### config.mk
export PLATFORM = sky130hd
export DESIGN_NAME = priority_ready_queue_scheduler
export DESIGN_NICKNAME = d
export VERILOG_FILES = /design/src/hw/rtl/prqs_pkg.sv /design/src/hw/rtl/prqs_ram.sv /design/src/hw/rtl/prqs_ctrl.sv /design/src/hw/rtl/prqs_dp.sv /design/src/hw/rtl/priority_ready_queue_scheduler.sv
export VERILOG_INCLUDE_DIRS = /design/src /design/src/hw/rtl
export SDC_FILE = /design/constraint.sdc
export NUM_CORES = 1
export LEC_CHECK = 0
export BUFFER_PORTS_ARGS = -buffer_cell sky130_fd_sc_hd__buf_2
export CELL_PAD_IN_SITES_DETAIL_PLACEMENT = 2
export CELL_PAD_IN_SITES_GLOBAL_PLACEMENT = 2
export CORE_MARGIN = 4
export CORE_UTILIZATION = 43
export DETAILED_ROUTE_END_ITERATION = 6
export GPL_ROUTABILITY_DRIVEN = 0
export MAX_ROUTING_LAYER = met4
export PLACE_DENSITY_LB_ADDON = 0.08
export SYNTH_ARGS = -nofsm -noshare
export SYNTH_HDL_FRONTEND = slang
export SYNTH_HIERARCHICAL = 1
export SYNTH_SLANG_ARGS = --single-unit
### constraint.sdc
create_clock -name clk -period 4.8 [get_ports clk]
set_clock_uncertainty 0.2 [all_clocks]
set_input_delay 0.96 -clock clk [delete_from_list [all_inputs] [get_ports clk]]
set_output_delay 0.96 -clock clk [all_outputs]
set_load 0.02 [all_outputs]
### src/hw/rtl/priority_ready_queue_scheduler_defines.svh
// assertion macros for the priority ready queue scheduler
// used by prqs_ctrl, the rtl file that checks its own logic
`ifndef PRIORITY_READY_QUEUE_SCHEDULER_DEFINES_SVH
`define PRIORITY_READY_QUEUE_SCHEDULER_DEFINES_SVH
`ifndef SYNTHESIS
`define PRQS_ASSERT(lbl, clk, rst, prop) \
  lbl: assert property (@(posedge clk) disable iff (rst) prop) else $error("prqs check failed");
`define PRQS_NEVER(lbl, clk, rst, cond) \
  lbl: assert property (@(posedge clk) disable iff (rst) !(cond)) else $error("prqs never failed");
`else
`define PRQS_ASSERT(lbl, clk, rst, prop)
`define PRQS_NEVER(lbl, clk, rst, cond)
`endif
`endif

### src/hw/rtl/prqs_pkg.sv
// shared types and constants of the priority ready queue scheduler
// no dependencies
package prqs_pkg;

  localparam int NUM_TASKS = 16;
  localparam int NUM_PRIO  = 8;
  localparam int T_W       = 4;
  localparam int P_W       = 3;
  localparam int PF_W      = 4;
  localparam int STACK_W   = 16;
  localparam int CNT_W     = 5;
  localparam logic [T_W-1:0] IDLE_SLOT = 4'd0;

  typedef enum logic [1:0] {
    CMD_READY = 2'd0,
    CMD_YIELD = 2'd1,
    CMD_LOAD  = 2'd2,
    CMD_NOP   = 2'd3
  } cmd_t;

  typedef enum logic [1:0] {
    TS_DORMANT = 2'd0,
    TS_READY   = 2'd1,
    TS_RUNNING = 2'd2,
    TS_BLOCKED = 2'd3
  } task_state_t;

  typedef enum logic [3:0] {
    OP_NONE,
    OP_CAPTURE,
    OP_MARK_READY,
    OP_LOAD,
    OP_YIELD_SAVE,
    OP_ENQ,
    OP_DEQ_RD,
    OP_DEQ,
    OP_STK_RD
  } op_t;

  typedef struct packed {
    op_t op;
  } ctl_t;

  typedef struct packed {
    cmd_t cmd;
    logic yield_requeue;
  } sts_t;

endpackage

### src/hw/rtl/prqs_ram.sv
// generic single write port ram with registered read
// no dependencies
module prqs_ram #(
  parameter int WIDTH = 16,
  parameter int DEPTH = 16
) (
  input  logic                     clk,
  input  logic                     we,
  input  logic [$clog2(DEPTH)-1:0] waddr,
  input  logic [WIDTH-1:0]         wdata,
  input  logic [$clog2(DEPTH)-1:0] raddr,
  output logic [WIDTH-1:0]         rdata
);

  logic [WIDTH-1:0] mem [DEPTH];

  always_ff @(posedge clk) begin
    if (we) begin
      mem[waddr] <= wdata;
    end
    rdata <= mem[raddr];
  end

endmodule

### src/hw/rtl/prqs_ctrl.sv
// control state machine of the scheduler: sequences the datapath steps
// depends on prqs_pkg and the defines header
`include "priority_ready_queue_scheduler_defines.svh"
module prqs_ctrl (
  input  logic           clk,
  input  logic           rst,
  input  logic           start,
  input  prqs_pkg::sts_t sts,
  output prqs_pkg::ctl_t ctl,
  output logic           busy,
  output logic           done
);

  typedef enum logic [3:0] {
    S_IDLE, S_DECODE, S_MARK, S_LOAD, S_SAVE, S_ENQ, S_DEQ_RD, S_DEQ, S_STK_RD, S_OUT
  } state_t;

  state_t state;

  always_comb begin
    unique case (state)
      S_IDLE:   ctl.op = start ? prqs_pkg::OP_CAPTURE : prqs_pkg::OP_NONE;
      S_MARK:   ctl.op = prqs_pkg::OP_MARK_READY;
      S_LOAD:   ctl.op = prqs_pkg::OP_LOAD;
      S_SAVE:   ctl.op = prqs_pkg::OP_YIELD_SAVE;
      S_ENQ:    ctl.op = prqs_pkg::OP_ENQ;
      S_DEQ_RD: ctl.op = prqs_pkg::OP_DEQ_RD;
      S_DEQ:    ctl.op = prqs_pkg::OP_DEQ;
      S_STK_RD: ctl.op = prqs_pkg::OP_STK_RD;
      default:  ctl.op = prqs_pkg::OP_NONE;
    endcase
  end

  always_ff @(posedge clk) begin
    if (rst) begin
      state <= S_IDLE;
      busy  <= 1'b0;
      done  <= 1'b0;
    end else begin
      done <= 1'b0;
      unique case (state)
        S_IDLE: begin
          if (start) begin
            busy  <= 1'b1;
            state <= S_DECODE;
          end
        end
        S_DECODE: begin
          unique case (sts.cmd)
            prqs_pkg::CMD_READY: state <= S_MARK;
            prqs_pkg::CMD_YIELD: state <= S_SAVE;
            prqs_pkg::CMD_LOAD:  state <= S_LOAD;
            default:             state <= S_STK_RD;
          endcase
        end
        S_MARK:   state <= S_ENQ;
        S_LOAD:   state <= S_STK_RD;
        S_SAVE:   state <= sts.yield_requeue ? S_ENQ : S_DEQ_RD;
        S_ENQ:    state <= (sts.cmd == prqs_pkg::CMD_YIELD) ? S_DEQ_RD : S_STK_RD;
        S_DEQ_RD: state <= S_DEQ;
        S_DEQ:    state <= S_STK_RD;
        S_STK_RD: begin
          state <= S_OUT;
          done  <= 1'b1;
        end
        S_OUT: begin
          state <= S_IDLE;
          busy  <= 1'b0;
        end
        default:  state <= S_IDLE;
      endcase
    end
  end

  `PRQS_ASSERT(a_accept_busy, clk, rst, (start && !busy) |=> busy)
  `PRQS_ASSERT(a_done_single, clk, rst, done |=> !done)
  `PRQS_NEVER(a_done_idle, clk, rst, done && !busy)

endmodule

### src/hw/rtl/prqs_dp.sv
// scheduler datapath: task tables, ready lists, running task and result
// depends on prqs_pkg and prqs_ram
module prqs_dp (
  input  logic                            clk,
  input  logic                            rst,
  input  prqs_pkg::ctl_t                  ctl,
  input  logic [1:0]                      cmd,
  input  logic [prqs_pkg::T_W-1:0]        task_id,
  input  logic [prqs_pkg::PF_W-1:0]       task_priority,
  input  logic [prqs_pkg::STACK_W-1:0]    stack_value,
  input  logic                            stack_ok,
  output prqs_pkg::sts_t                  sts,
  output logic                            status_code,
  output logic [prqs_pkg::T_W-1:0]        next_task,
  output logic [prqs_pkg::STACK_W-1:0]    next_stack,
  output logic                            idle_chosen
);

  prqs_pkg::cmd_t                 cmd_q;
  logic [prqs_pkg::T_W-1:0]       tid_q;
  logic [prqs_pkg::PF_W-1:0]      prio_q;
  logic [prqs_pkg::STACK_W-1:0]   sv_q;
  logic                           ok_q;
  logic [prqs_pkg::T_W-1:0]       tgt;
  logic [prqs_pkg::T_W-1:0]       run_task;
  logic                           run_valid;
  prqs_pkg::task_state_t          task_status [prqs_pkg::NUM_TASKS];
  logic                           queued [prqs_pkg::NUM_TASKS];
  logic [prqs_pkg::T_W-1:0]       head [prqs_pkg::NUM_PRIO];
  logic [prqs_pkg::T_W-1:0]       tail [prqs_pkg::NUM_PRIO];
  logic [prqs_pkg::CNT_W-1:0]     cnt  [prqs_pkg::NUM_PRIO];
  logic                           found_q;
  logic [prqs_pkg::P_W-1:0]       pe_q;

  logic                           found;
  logic [prqs_pkg::P_W-1:0]       pe;
  logic [prqs_pkg::PF_W-1:0]      prio_rdata;
  logic [prqs_pkg::T_W-1:0]       link_rdata;
  logic [prqs_pkg::STACK_W-1:0]   stk_rdata;
  logic [prqs_pkg::P_W-1:0]       pl;
  logic                           oor;
  logic                           stk_we;
  logic                           link_we;

  // lowest-numbered non-empty list
  always_comb begin
    found = 1'b0;
    pe    = '0;
    for (int i = prqs_pkg::NUM_PRIO - 1; i >= 0; i--) begin
      if (cnt[i] != '0) begin
        found = 1'b1;
        pe    = prqs_pkg::P_W'(i);
      end
    end
  end

  assign pl  = prio_rdata[prqs_pkg::P_W-1:0];
  assign oor = prio_rdata >= prqs_pkg::PF_W'(prqs_pkg::NUM_PRIO);

  assign stk_we  = (ctl.op == prqs_pkg::OP_LOAD) ||
                   (ctl.op == prqs_pkg::OP_YIELD_SAVE && run_valid && sv_q != '0);
  assign link_we = (ctl.op == prqs_pkg::OP_ENQ) && !oor && !queued[tgt] && cnt[pl] != '0;

  prqs_ram #(.WIDTH(prqs_pkg::STACK_W), .DEPTH(prqs_pkg::NUM_TASKS)) u_stack (
    .clk   (clk),
    .we    (stk_we),
    .waddr ((ctl.op == prqs_pkg::OP_LOAD) ? tid_q : run_task),
    .wdata (sv_q),
    .raddr (run_task),
    .rdata (stk_rdata)
  );

  prqs_ram #(.WIDTH(prqs_pkg::PF_W), .DEPTH(prqs_pkg::NUM_TASKS)) u_prio (
    .clk   (clk),
    .we    (ctl.op == prqs_pkg::OP_LOAD),
    .waddr (tid_q),
    .wdata (prio_q),
    .raddr ((ctl.op == prqs_pkg::OP_MARK_READY) ? tid_q : run_task),
    .rdata (prio_rdata)
  );

  prqs_ram #(.WIDTH(prqs_pkg::T_W), .DEPTH(prqs_pkg::NUM_TASKS)) u_link (
    .clk   (clk),
    .we    (link_we),
    .waddr (tail[pl]),
    .wdata (tgt),
    .raddr (head[pe]),
    .rdata (link_rdata)
  );

  assign sts.cmd           = cmd_q;
  assign sts.yield_requeue = run_valid && run_task != prqs_pkg::IDLE_SLOT && ok_q &&
                             task_status[run_task] == prqs_pkg::TS_RUNNING;

  assign next_task  = run_task;
  assign next_stack = run_valid ? stk_rdata : '0;

  always_ff @(posedge clk) begin
    if (rst) begin
      run_task  <= prqs_pkg::IDLE_SLOT;
      run_valid <= 1'b0;
      for (int i = 0; i < prqs_pkg::NUM_TASKS; i++) begin
        task_status[i] <= prqs_pkg::TS_DORMANT;
        queued[i]      <= 1'b0;
      end
      for (int i = 0; i < prqs_pkg::NUM_PRIO; i++) begin
        head[i] <= '0;
        tail[i] <= '0;
        cnt[i]  <= '0;
      end
    end else begin
      unique case (ctl.op)
        prqs_pkg::OP_CAPTURE: begin
          cmd_q       <= prqs_pkg::cmd_t'(cmd);
          tid_q       <= task_id;
          prio_q      <= task_priority;
          sv_q        <= stack_value;
          ok_q        <= stack_ok;
          status_code <= 1'b0;
          idle_chosen <= 1'b0;
        end
        prqs_pkg::OP_MARK_READY: begin
          task_status[tid_q] <= prqs_pkg::TS_READY;
          tgt                <= tid_q;
        end
        prqs_pkg::OP_YIELD_SAVE: begin
          tgt <= run_task;
          if (run_valid) begin
            if (run_task != prqs_pkg::IDLE_SLOT) begin
              if (!ok_q) begin
                task_status[run_task] <= prqs_pkg::TS_BLOCKED;
              end else if (task_status[run_task] == prqs_pkg::TS_RUNNING) begin
                task_status[run_task] <= prqs_pkg::TS_READY;
              end
            end else begin
              task_status[run_task] <= prqs_pkg::TS_READY;
            end
          end
        end
        prqs_pkg::OP_ENQ: begin
          if (cmd_q == prqs_pkg::CMD_READY) begin
            status_code <= oor;
          end
          if (!oor && !queued[tgt]) begin
            if (cnt[pl] == '0) begin
              head[pl] <= tgt;
            end
            tail[pl]    <= tgt;
            cnt[pl]     <= cnt[pl] + 1'b1;
            queued[tgt] <= 1'b1;
          end
        end
        prqs_pkg::OP_DEQ_RD: begin
          found_q     <= found;
          pe_q        <= pe;
          idle_chosen <= !found;
          run_task    <= found ? head[pe] : prqs_pkg::IDLE_SLOT;
        end
        prqs_pkg::OP_DEQ: begin
          if (found_q) begin
            head[pe_q]       <= link_rdata;
            cnt[pe_q]        <= cnt[pe_q] - 1'b1;
            queued[run_task] <= 1'b0;
          end
          task_status[run_task] <= prqs_pkg::TS_RUNNING;
          run_valid             <= 1'b1;
        end
        default: begin
        end
      endcase
    end
  end

endmodule

### src/hw/rtl/priority_ready_queue_scheduler.sv
// priority ready queue scheduler: top level, controller plus datapath
// a new command is taken only once busy has dropped; a yield adds an enqueue
// step when the running task is requeued
// done marks the result for one cycle, in the cycle before busy drops; no stall
// synchronous active-high reset empties all ready lists, all tasks dormant,
// no task running, no clearing pass; depends on prqs_pkg, prqs_ctrl, prqs_dp
module priority_ready_queue_scheduler (
  input  logic        clk,
  input  logic        rst,
  input  logic        start,
  output logic        busy,
  input  logic [1:0]  cmd,
  input  logic [3:0]  task_id,
  input  logic [3:0]  task_priority,
  input  logic [15:0] stack_value,
  input  logic        stack_ok,
  output logic        done,
  output logic        status_code,
  output logic [3:0]  next_task,
  output logic [15:0] next_stack,
  output logic        idle_chosen
);

  // command and status between the sequencer and the tables
  prqs_pkg::ctl_t ctl;
  prqs_pkg::sts_t sts;

  // sequencer: one step of table access per cycle
  prqs_ctrl u_ctrl (
    .clk   (clk),
    .rst   (rst),
    .start (start),
    .sts   (sts),
    .ctl   (ctl),
    .busy  (busy),
    .done  (done)
  );

  // task tables, ready lists and the result registers
  prqs_dp u_dp (
    .clk           (clk),
    .rst           (rst),
    .ctl           (ctl),
    .cmd           (cmd),
    .task_id       (task_id),
    .task_priority (task_priority),
    .stack_value   (stack_value),
    .stack_ok      (stack_ok),
    .sts           (sts),
    .status_code   (status_code),
    .next_task     (next_task),
    .next_stack    (next_stack),
    .idle_chosen   (idle_chosen)
  );

endmodule

==> flow_summary.yaml, run 1 <==
yosys:
  synth_mux_area_share_pct: 13.2
  avgSynthCellArea_um2: 16.0
  yosysTopAreaCell: "edfxtp_1"
  synth_top_area_share_pct: 65.8
  ys_warn_count: 6
  synthFlopType: "edfxtp_1"
  yosysMostFrequentCell: "edfxtp_1"
  synth_nets: 1667
  yosysUniqueCellTypes: 72
  synth_common_cells: "edfxtp_1, nor2_1, nand2_1"
  syn_area_mm2: 0.0262
  synth-simple-area-share_pct: 11.1
  synth_area_leaders: "edfxtp_1, mux4_2, mux4_1"
  syn_inst: 1634
  synth_top_family_by_area: "multiplexers"
  synth_fa_ha_area_share_pct: 0.143
  async_reset_ff_share_pct: 0
  synth_compound_area_share_pct: 4.41
  synth_xor_xnor_area_share_pct: 0.201
  synth-edff-count: 573
  yosys_register_bits: 619
  seq_area_frac_synth_pct: 69.3
die:
  die_x_um: 255
  dieHeight_um: 255
  die-area_mm2: 0.0649
  initial_utilization_pct: 43.4
  coreArea_mm2: 0.0602
  rows: 90
  boundaryPins: 54
place:
  dp_slack_ns: 0.331
  dpl.hpwl_um: 50300
  postPlaceCellArea_mm2: 0.0277
  portBuffers: 53
sta:
  rsz0062_at_grt: "no"
  timing.final.ws_setup_ns: 0.400
  fmax_mhz: 227
  max_slew_margin_pct: 21.8
  slew_violations: 0
  final-hold-violation-count: 0
  min_period_ns: 4.40
  min_period_over_period_pct: 91.7
  setup_tns_ns: 0
  finalSetupViolations: 0
  worstMarginPinSlew_ns: 1.16
grt:
  grt_use_total_pct: 24.3
  grt_pass1_wl_um: 113000
  grt_pass1_vias: 16800
  antenna_found_initial: 1
  grt_max_degree: 55
  grt_overflow: 0
setup_path:
  worstPathRequired_ns: 5.09
  crit_type: "reg -> reg"
  regToRegSetupSlack_ns: 0.40
  cp-start-kind: "flop"
  reg2reg_to: "u_dp/u_link/rdata[1]$_DFF_P_"
  arrival_ns: 4.69
  worst-r2r-cell-count: 12
  worstReg2RegStart: "u_dp/cnt[7][1]$_SDFFCE_PN0P_"
  endpoint_kind: "flop"
  critPathMaxFanout: 16
drt:
  route.detailed.drc: 0
  ant_nets: 0
  first_pass_iters: 5
  wl_um: 75400
  wl_per_cell_um: 29.1
  drtIter0Drc: 1129
  vias_per_cell: 5.92
  num_vias: 15400
run_status:
  status: "finished, final reports clean"
final_layout:
  area_delta_synth_final_pct: 15.0
  final_core_util_pct: 49.9
  multi_input_comb_area_mm2: 0.00765
  final_cell_area_mm2: 0.0301
  n_antenna_cell: 0
  drive_gt1_share_pct: 22.3
  fill_cells: 5424
  nNetsFinal: 1788
  ff_latch_area_mm2: 0.0181
hold_path:
  holdPathStages: 1
  worst_hold_path.endpoint: "u_dp/sv_q[13]$_DFFE_PP_"
  hold_start: "stack_value[13]"
  min_path_type: "in -> reg"
clocking:
  cts_hold_buf: 0
  cts_buffer_depth: 3
  clkSlewWorstSetupHoldPaths_ns: 0.07
  h-tree-depth: 3
  root_buffer: "clkbuf_16"
  clock-sinks: 619
  tritoncts: "done"
  post_cts_buffers: 0
  cts_made_buffers: 70
  clock_insertion_delay_worst_skew_ns: 0.62
  ctsResizeCount: 0
run:
  maxCapViolations: 0
power:
  p_leak_nw: 10.1
  ir_worst_vdd_mv: 0.336
  p_per_area_mw_per_mm2: 410
  power_mw: 12.3
## layout make-up
class / count / share of cell area [%]
clock inverters: 34 / 1.43
clock buffers: 95 / 6.44
inverters: 14 / 0.175
flip-flops and latches: 619 / 60.3
repair buffers: 125 / 2.97
multi-input cells: 925 / 25.4
well taps: 782 / 3.25
## placed cells by master, fill, tap and decap left out, types with 10 or more instances in the layout
master	count
nor3_1	23
o21ai_0	13
or2_2	12
mux4_2	81
o211ai_1	13
a21oi_1	46
o22ai_1	10
clkbuf_16	72
nand2b_1	37
nor2_1	175
edfxtp_1	573
nand3b_1	26
mux2_2	34
buf_4	65
inv_1	14
nor2b_1	15
nor2_2	21
mux4_1	42
nor4_1	10
and2_1	54
clkbuf_1	18
clkinv_2	11
nand3_1	33
dfxtp_1	44
mux2i_1	12
buf_2	53
a22oi_1	44
nand2_1	108
## power breakdown
part           leakage [nW]  total, mW  switching [mW]  internal, mW
Sequential             5.74       6.22           0.185          6.04
Clock                  1.15       5.52            2.23          3.30
Combinational          3.19      0.586           0.366         0.220
## state kept, by name (all words and copies together) (netlist names), 2 cells and up, named ones only
signal / flops
u_dp/u_link/mem: 64
u_dp/queued: 16
u_dp/tid_q: 4
u_dp/sv_q: 16
u_dp/prio_q: 4
u_dp/u_link/rdata: 4
u_dp/pe_q: 3
u_dp/head: 32
u_dp/tail: 32
u_dp/u_stack/mem: 256
u_ctrl/state: 4
u_dp/tgt: 4
u_dp/cnt: 40
u_dp/next_task: 4
u_dp/task_status: 32
u_dp/u_stack/rdata: 16
u_dp/cmd_q: 2
u_dp/u_prio/rdata: 4
u_dp/u_prio/mem: 64
## metrics by stage
step / hold slack, ns / cells
after floorplan: 0.328 / 1634
after global placement: 0.322 / 2465
after detailed placement: 0.328 / 2465
after CTS: 0.273 / 2594
after global routing: 0.271 / 2594
final: 0.317 / 2594
## worst max path at each step
stage	slack [ns]	depth (start not counted)	end	from
2_1_floorplan	0.20	7	u_dp/u_stack/mem[0][0]$_DFFE_PP_	start
3_3_place_gp	0.46	9	u_dp/u_prio/rdata[2]$_DFF_P_	start
3_5_place_dp	0.33	9	u_dp/u_prio/rdata[2]$_DFF_P_	start
4_1_cts	0.42	11	u_dp/u_link/rdata[1]$_DFF_P_	u_dp/cnt[2][1]$_SDFFCE_PN0P_
5_1_grt	0.1	11	u_dp/u_link/rdata[3]$_DFF_P_	u_dp/cnt[7][1]$_SDFFCE_PN0P_
6_report	0.40	12	u_dp/u_link/rdata[1]$_DFF_P_	u_dp/cnt[7][1]$_SDFFCE_PN0P_
## critical path, stage by stage, from the launching register on
cell	delay, ns
edfxtp_1	0.48
or4_1	0.60
nor4_1	0.44
and3b_1	0.24
o211ai_1	0.28
inv_1	0.14
o21ai_0	0.27
o22ai_1	0.19
nor2_1	0.18
buf_4	0.31
mux4_1	0.60
a22oi_1	0.24
nand3_1	0.10
## layer usage
| metal | GRT usage, % | up-vias | wire (um) |
|---|---|---|---|
| met4 | 5.92 | 0 | 1770 |
| met5 | - | - | 0 |
| met3 | 3.43 | 114 | 3140 |
| met1 | 31.1 | 8205 | 31800 |
| li1 | - | 6664 | - |
| met2 | 41.4 | 375 | 38700 |
## kinds of logic after synthesis
| logic type | Yosys count |
|---|---|
| adder cells (fa/ha/maj) | 3 |
| AO/OA/AOI/OAI | 173 |
| flip-flops | 619 |
| buffers and inverters | 90 |
| multiplexers | 170 |
| AND/OR/NAND/NOR | 573 |
| XOR/XNOR | 6 |
Note: power is estimated with default switching activity, not from simulation.
==> run 2, diff against run 1 <==
--- a/config.mk
+++ b/config.mk
@@ -6,7 +6,7 @@
 export SDC_FILE = /design/constraint.sdc
 export NUM_CORES = 1
 export LEC_CHECK = 0
-export BUFFER_PORTS_ARGS = -buffer_cell sky130_fd_sc_hd__buf_2
+export BUFFER_PORTS_ARGS = -buffer_cell sky130_fd_sc_hd__buf_4
 export CELL_PAD_IN_SITES_DETAIL_PLACEMENT = 2
 export CELL_PAD_IN_SITES_GLOBAL_PLACEMENT = 2
 export CORE_MARGIN = 4
==> run 2 against run 1 <==
  * Non-clock buffer count shrank 7
  * Register-to-register slack better by 0.09 ns
  * First-iteration DRC count down 2.2%
  * Clock power is 0.7% higher
  * Routed wire length fell by 1.9%
  * Sequential power is essentially flat
  * Die area stayed put
  * Cell area up 0.29%
  * Flip-flop and latch count stayed put
  * Cell count down 0.27%
  * Critical path type unchanged
==> flow_summary.yaml, run 2 (same netlist as run 1, synthesis figures left out) <==
run_status:
  status: "finished, final reports clean"
clocking:
  cts_buffer_depth: 3
  clkSlewWorstSetupHoldPaths_ns: 0.06
  cts_made_buffers: 70
  clock_insertion_delay_worst_skew_ns: 0.61
  cts_hold_buf: 0
  clock-sinks: 619
  root_buffer: "clkbuf_16"
  post_cts_buffers: 0
  tritoncts: "done"
  ctsResizeCount: 0
  h-tree-depth: 3
setup_path:
  endpoint_kind: "flop"
  crit_slowest_cell: "or4_1"
  worstReg2RegStart: "u_dp/cnt[2][1]$_SDFFCE_PN0P_"
  crit_type: "reg -> reg"
  max_stage_delay_ns: 0.55
  regToRegSetupSlack_ns: 0.49
  crit_path_start: "u_dp/cnt[2][1]$_SDFFCE_PN0P_"
  path_depth: 12
  arrival_ns: 4.60
  worst-r2r-cell-count: 12
  path_buf_inv: 2
  crit_family: "simple AND/OR/NAND/NOR gates"
  cp-endpoint: "u_dp/u_link/rdata[1]$_DFF_P_"
  cp_cell_sequence: "or4_1 -> nor2_1 -> and4_1 -> and2_1 -> buf_4 -> mux2_2 -> o22ai_1 -> nor2_1 -> buf_4 -> mux4_2 -> a22oi_1 -> nand3_1"
  cp-start-kind: "flop"
  critPathMaxFanout: 16
  reg2reg_to: "u_dp/u_link/rdata[1]$_DFF_P_"
  worstPathRequired_ns: 5.09
grt:
  use_met3_pct: 3.21
  grt_pass1_wl_um: 111000
  antenna_found_initial: 1
  grt_pass1_vias: 16800
  grt_max_degree: 66
  grt_overflow: 0
  grt_use_met1_pct: 30.1
  grt_use_met2_pct: 41.0
  grt_use_total_pct: 23.7
  grt-busiest-layer: "met2"
die:
  die_x_um: 255
  die-area_mm2: 0.0649
  boundaryPins: 54
  rows: 90
  initial_utilization_pct: 43.4
  dieHeight_um: 255
  coreArea_mm2: 0.0602
drt:
  vias_per_cell: 5.87
  first_pass_iters: 5
  wl_per_cell_um: 28.6
  drtIter0Drc: 1104
  wl_um: 74000
  num_vias: 15200
  route.detailed.drc: 0
  ant_nets: 0
power:
  p_per_area_mw_per_mm2: 411
  ir_worst_vdd_mv: 0.447
  p_leak_nw: 10.1
  power_mw: 12.4
final_layout:
  nNetsFinal: 1781
  drive_gt1_share_pct: 22.4
  regMostFlops: "u_dp/u_stack/mem"
  final_common_cell: "edfxtp_1"
  multi_input_comb_area_mm2: 0.00765
  largest_reg_flops: 256
  top_regs: "u_dp/u_stack/mem x256, u_dp/u_link/mem x64, u_dp/u_prio/mem x64"
  n_antenna_cell: 0
  area_delta_synth_final_pct: 15.3
  fill_cells: 5442
  layout_common_cells: "edfxtp_1, nor2_1, buf_4"
  ff_latch_area_mm2: 0.0181
sta:
  final-hold-violation-count: 0
  finalSetupViolations: 0
  slew_violations: 0
  worstMarginPinSlew_ns: 1.01
  fmax_mhz: 232
  min_period_over_period_pct: 89.7
  rsz0062_at_grt: "no"
  min_period_ns: 4.31
  setup_tns_ns: 0
  max_slew_margin_pct: 32.8
place:
  portBuffers: 53
  dpl.hpwl_um: 49800
run:
  maxCapViolations: 0
hold_path:
  min_path_type: "in -> reg"
-- run 2: cell count changes in the layout (fill, tap and decap cells not counted), sizes merged --
| cell | delta |
|---|---|
| bufinv | -2 |
| clkinvlp | -1 |
| buf | -7 |
| clkinv | +3 |
-- run 2: layer usage --
| metal | wire length [um] | vias to the layer above |
|---|---|---|
| met3 | 2980 | 109 |
| met1 | 31100 | 8071 |
| met4 | 1560 | 0 |
| li1 | - | 6645 |
| met2 | 38400 | 369 |
| met5 | 0 | - |
-- run 2: cell type report --
class | count | area share, %
flip-flops and latches | 619 | 60.1
inverters | 14 | 0.174
clock buffers | 95 | 6.76
well taps | 782 | 3.24
multi-input cells | 925 | 25.4
repair buffers | 118 | 3.10
clock inverters | 34 | 1.24
-- run 2: through the flow --
stage	utilization (%)	std cells	worst slack (ns)	area (um2)	hold slack, ns
finish	50.1	2587	0.492	30200	0.317
global route	50.1	2587	0.191	30200	0.281
CTS	50.1	2587	0.488	30200	0.275
detailed placement	46.1	2458	0.490	27700	0.344
global placement	46.1	2458	0.537	27700	0.323
floorplan	-	1634	0.200	26200	0.328
-- run 2: worst min-delay path by stage --
stage | startpoint | to | slack, ns | cells past startpoint
after global placement | u_dp/tgt[2]$_DFFE_PP_ | flop | 0.32 | 1
after CTS | cmd[1] | u_dp/cmd_q[1]$_DFFE_PP_ | 0.27 | 1
final | stack_value[6] | u_dp/sv_q[6]$_DFFE_PP_ | 0.32 | 1
after detailed placement | u_dp/tgt[2]$_DFFE_PP_ | flop | 0.34 | 1
after floorplan | u_dp/pe_q[1]$_DFFE_PP_ | flop | 0.33 | 1
after global routing | stack_value[2] | u_dp/sv_q[2]$_DFFE_PP_ | 0.28 | 1
-- run 2: worst reg2reg max path, delay by kind of cell, from the launching register on --
| family | cells | cell delay, ns |
|---|---|---|
| simple gates | 6 | 1.92 |
| mux | 2 | 0.68 |
| flops | 1 | 0.41 |
| compound gates | 2 | 0.49 |
| buf+inv | 2 | 0.50 |
-- run 2: power by group --
| group | leakage, nW | switching [mW] | internal, mW |
|---|---|---|---|
| Sequential | 5.74 | 0.175 | 6.04 |
| Clock | 1.19 | 2.23 | 3.33 |
| Combinational | 3.16 | 0.385 | 0.236 |
| Total | 10.1 | 2.79 | 9.60 |
